## src/design/chi_pkg.sv

```systemverilog
// ----------------------------------------------------------------------------
// chi_pkg
// Shared types and constants of the coalesced hash insert engine: field
// widths, slot entry kinds and the states of the insert sequencer.
// ----------------------------------------------------------------------------
package chi_pkg;

	localparam int ID_W       = 32;
	localparam int SUM_W      = ID_W + 1;
	localparam int SIZE_CFG_W = 11;
	localparam int SLOT_W     = 10;
	localparam int COUNT_W    = 32;
	localparam int STEP_W     = 6;

	localparam int DEPTH_DEFAULT = 1024;

	localparam logic [SIZE_CFG_W-1:0] SIZE_RESET = SIZE_CFG_W'(1024);
	localparam logic [COUNT_W-1:0]    COUNT_MAX  = '1;

	typedef enum logic [1:0] {
		KIND_EMPTY = 2'd0,
		KIND_END   = 2'd1,
		KIND_LINK  = 2'd2
	} kind_t;

	typedef enum logic [3:0] {
		ST_CLEAR,
		ST_IDLE,
		ST_HASH,
		ST_HOME,
		ST_WALK,
		ST_SCAN,
		ST_LINK,
		ST_PLACE,
		ST_DONE
	} state_t;

endpackage

```

## src/design/chi_hash_mod.sv

```systemverilog
// ----------------------------------------------------------------------------
// chi_hash_mod
// Serial remainder unit for the home slot: reduces the 33-bit key sum modulo
// the table size, one dividend bit per cycle.
// ----------------------------------------------------------------------------
module chi_hash_mod
	import chi_pkg::*;
#(
	parameter int SW = SIZE_CFG_W,
	parameter int AW = SLOT_W
) (
	input  logic             clk,
	input  logic             arst_n,
	input  logic             start,
	input  logic [SUM_W-1:0] dividend,
	input  logic [SW-1:0]    divisor,
	output logic             busy,
	output logic [AW-1:0]    rem
);

	localparam logic [STEP_W-1:0] STEP_LAST = STEP_W'(SUM_W - 1);

	logic              busy_q;
	logic [STEP_W-1:0] step_q;
	logic [SUM_W-1:0]  div_q;
	logic [SW-1:0]     divisor_q;
	logic [SW-1:0]     rem_q;
	logic [SW:0]       trial;
	logic [SW-1:0]     rem_next;

	always_comb begin
		trial = {rem_q, div_q[SUM_W-1]};
		if (trial >= {1'b0, divisor_q}) begin
			rem_next = SW'(trial - {1'b0, divisor_q});
		end else begin
			rem_next = trial[SW-1:0];
		end
	end

	always_ff @(posedge clk or negedge arst_n) begin
		if (!arst_n) begin
			busy_q <= 1'b0;
			step_q <= '0;
		end else if (start) begin
			busy_q <= 1'b1;
			step_q <= '0;
		end else if (busy_q) begin
			step_q <= step_q + STEP_W'(1);
			if (step_q == STEP_LAST) begin
				busy_q <= 1'b0;
			end
		end
	end

	always_ff @(posedge clk) begin
		if (start) begin
			div_q     <= dividend;
			divisor_q <= divisor;
			rem_q     <= '0;
		end else if (busy_q) begin
			div_q <= {div_q[SUM_W-2:0], 1'b0};
			rem_q <= rem_next;
		end
	end

	assign busy = busy_q;
	assign rem  = rem_q[AW-1:0];

endmodule

```

## config.mk

```make
export PLATFORM = sky130hd
export DESIGN_NAME = chi_hash_mod
export DESIGN_NICKNAME = d
export VERILOG_FILES = /design/src/design/chi_pkg.sv /design/src/design/chi_hash_mod.sv
export SDC_FILE = /design/constraint.sdc
export NUM_CORES = 1
export LEC_CHECK = 0
export ABC_CLOCK_PERIOD_IN_PS = 3000
export BUFFER_PORTS_ARGS = -buffer_cell sky130_fd_sc_hd__buf_2
export CORE_MARGIN = 2
export CORE_UTILIZATION = 50
export CTS_CLUSTER_SIZE = 40
export DETAILED_ROUTE_END_ITERATION = 7
export GPL_TIMING_DRIVEN = 0
export PLACE_DENSITY_LB_ADDON = 0.25
export SYNTH_ARGS = -nofsm -noshare
export SYNTH_HDL_FRONTEND = slang
export SYNTH_SLANG_ARGS = --single-unit
export TNS_END_PERCENT = 5
```

## constraint.sdc

```tcl
create_clock -name clk -period 3 [get_ports clk]
set_input_delay 0.15 -clock clk [delete_from_list [all_inputs] [get_ports clk]]
set_output_delay 0.15 -clock clk [all_outputs]
set_load 0.03 [all_outputs]
```

==> impl_metrics.ini <==
[route]
drc_errors = 0
drtIter0Drc = 130
ant_nets = 0
routed_wl_mm = 6.07
post_drt_wl_per_cell_um = 14.4
vias = 2225
drtPass1Iterations = 4
post_drt_via_cell_ratio = 5.27

[die]
pin_count = 58
fp.dieH_um = 83.6
coreArea_um2 = 6030
die_area_um2 = 6990
die_w_um = 83.6
row_count = 28
start_util_pct = 52.6

[yosys]
ys.flop_type = edfxtp_1
yosysWarnings = 0
ys_seq_elements = 62
synth_cell_type_count = 45
synth_top_area_share_pct = 41.7
synth_edf_count = 44
synth_largest_area_cell = edfxtp_1
netlist_area_um2 = 3170
synth-seq-area-share_pct = 54.2
synth_nets = 323
yosys-top-cells-area = edfxtp_1, mux2_2, dfxtp_1, dfrtp_1, ha_1
synthCells = 262
synth.avg_cell_area_um2 = 12.1
async_reset_ff_share_pct = 11.3

[sta]
tns_ns = 0
final.period_utilization_pct = 92.5
grt_setup_unrepaired = false
max_freq_mhz = 360
period_needed_ns = 2.77
slew_viol_final = 0
tightest_slew_ns = 1.23
relSlewSlack_pct = 18.2
final-setup-viol-count = 0
fin_ws_ns = 0.226
finClkSkew_ns = 0.00907
holdWs_ns = 0.111
hold_viol = 0

[layout]
layout-drive-gt1-share_pct = 35.2
fin_cells = 422
antennaDiodeCount = 0
nFillCells = 504
syn_to_final_growth_pct = 22.1
final_core_util_pct = 64.2
nets = 403

[global_routing]
grt.total_usage_pct = 18.3
grt_pass1_wl_mm = 10.1
overflow = 0
grt_pass1_vias = 2275
grt_max_degree = 34
antenna_found_initial = 0

[setup_path]
worstPathArrival_ns = 3.03
crit_type = flip-flop to flip-flop
r2r-start = div_q[32]
cp.required_ns = 3.25
r2r_cells = 10
crit_fanout = 8
cp-end-kind = flip-flop
cp-startpoint = div_q[32]
startpoint_type = flip-flop

[clock_tree]
numCtsBuffers = 9
cts_sinks = 62
ctsHtreeMaxLevel = 3
clockBufferDepth = 2
cts_tree = built
clk_pin_slew_ns = 0.07
clock_latency_ns = 0.34
cts-resized-gates = 0
hold_buffers = 12
cts.root.buffer_cell = clkbuf_8
post_cts_buffers = 0

[placed_design]
gp_congestion = 0.914
place_ws_ns = 0.241
placed_cells = 394
hpwl_mm = 4.21
port_buffers = 57

[power_and_ir_drop]
p_leak_nw = 1.68
powerDensity_nw_per_um2 = 783
irDropWorstVdd_uv = 444

[hold_path]
worstHoldPathType = input port to flip-flop
min_path_cells = 2
min_from = dividend[24]

[outcome]
status = finished clean

[flow_run]
drv_cap = 0
-- power by group --
part	switching, mW	internal [mW]
Combinational	0.607	0.531
Sequential	0.0927	1.05
Clock	0.336	0.406
-- worst paths after layout --
path | slack (ns) | endpoint
max | 0.23 | rem_q[6]
min | 0.11 | div_q[24]
max reg2reg | 0.23 | rem_q[6]
min reg2reg | 0.50 | rem_q[9]
max in group asynchronous | 2.66 | step_q[2]
min in group asynchronous | 0.18 | step_q[1]
-- metrics by stage --
step	total power, mW	instance area (um^2)
3_5_place_dp	2.28	3550
5_1_grt	3.23	3870
3_3_place_gp	2.27	3550
6_report	3.03	3870
2_1_floorplan	2.04	3170
4_1_cts	3.04	3870
-- worst max-delay path: stages (launching register included) --
cell and delay (ns):
edfxtp_1 0.35, inv_1 0.05, ha_1 0.22, fa_1 0.40, nand2b_2 0.21, o2bb2ai_2 0.14, a211o_1 0.37, and2_1 0.19
buf_6 0.13, or3b_1 0.38, a311oi_2 0.23
-- cell families after synthesis --
group	synth area share, %
simple gates	8.65
fa+ha+maj	5.77
flops	54.2
mux	12.7
compound gates	10.9
buf+inv	5.57
xor+xnor	2.21
-- cell usage after synthesis, types with 7 or more instances --
cell type  number
ha_1           13
buf_4          10
nand2_1        14
o21ai_0        15
nor2_1         18
dfrtp_1         7
edfxtp_1       44
inv_1          18
dfxtp_1        11
mux2_2         34
a21oi_1        13
-- cell type report --
type	instances	area [um^2]	share of cell area, %
flip-flops and latches	62	1720	44.4
well taps	75	93.8	2.43
repair buffers	69	405	10.5
clock buffers	11	141	3.66
inverters	18	67.6	1.75
plain buffers	17	109	2.82
multi-input cells	165	1270	32.9
clock inverters	5	58.8	1.52
-- routing by layer --
| layer | global-route usage, % | part of all wire (%) |
|---|---|---|
| met1 | 22.3 | 44 |
| met2 | 30.0 | 49 |
| met5 | 0 | 0 |
| met3 | 6.13 | 6.4 |
| met4 | 7.18 | 0.56 |
-- flip-flops by register name, summed over array words and instances (netlist names) --
name       cells
divisor_q     11
step_q         6
div_q         33
rem_q         11
busy           1
-- cell usage in the layout (no fill, tap or decap), types with 5 or more instances in the layout --
cell type,instances
clkbuf_1,5
o21ai_0,15
inv_1,18
dlygate4sd3_1,12
nand2_1,14
clkbuf_8,10
edfxtp_1,44
a21oi_1,13
buf_4,10
dfrtp_1,7
dfxtp_1,11
buf_2,57
ha_1,13
nor2_1,18
mux2_2,34
Note: power is estimated with default switching activity, not from simulation.
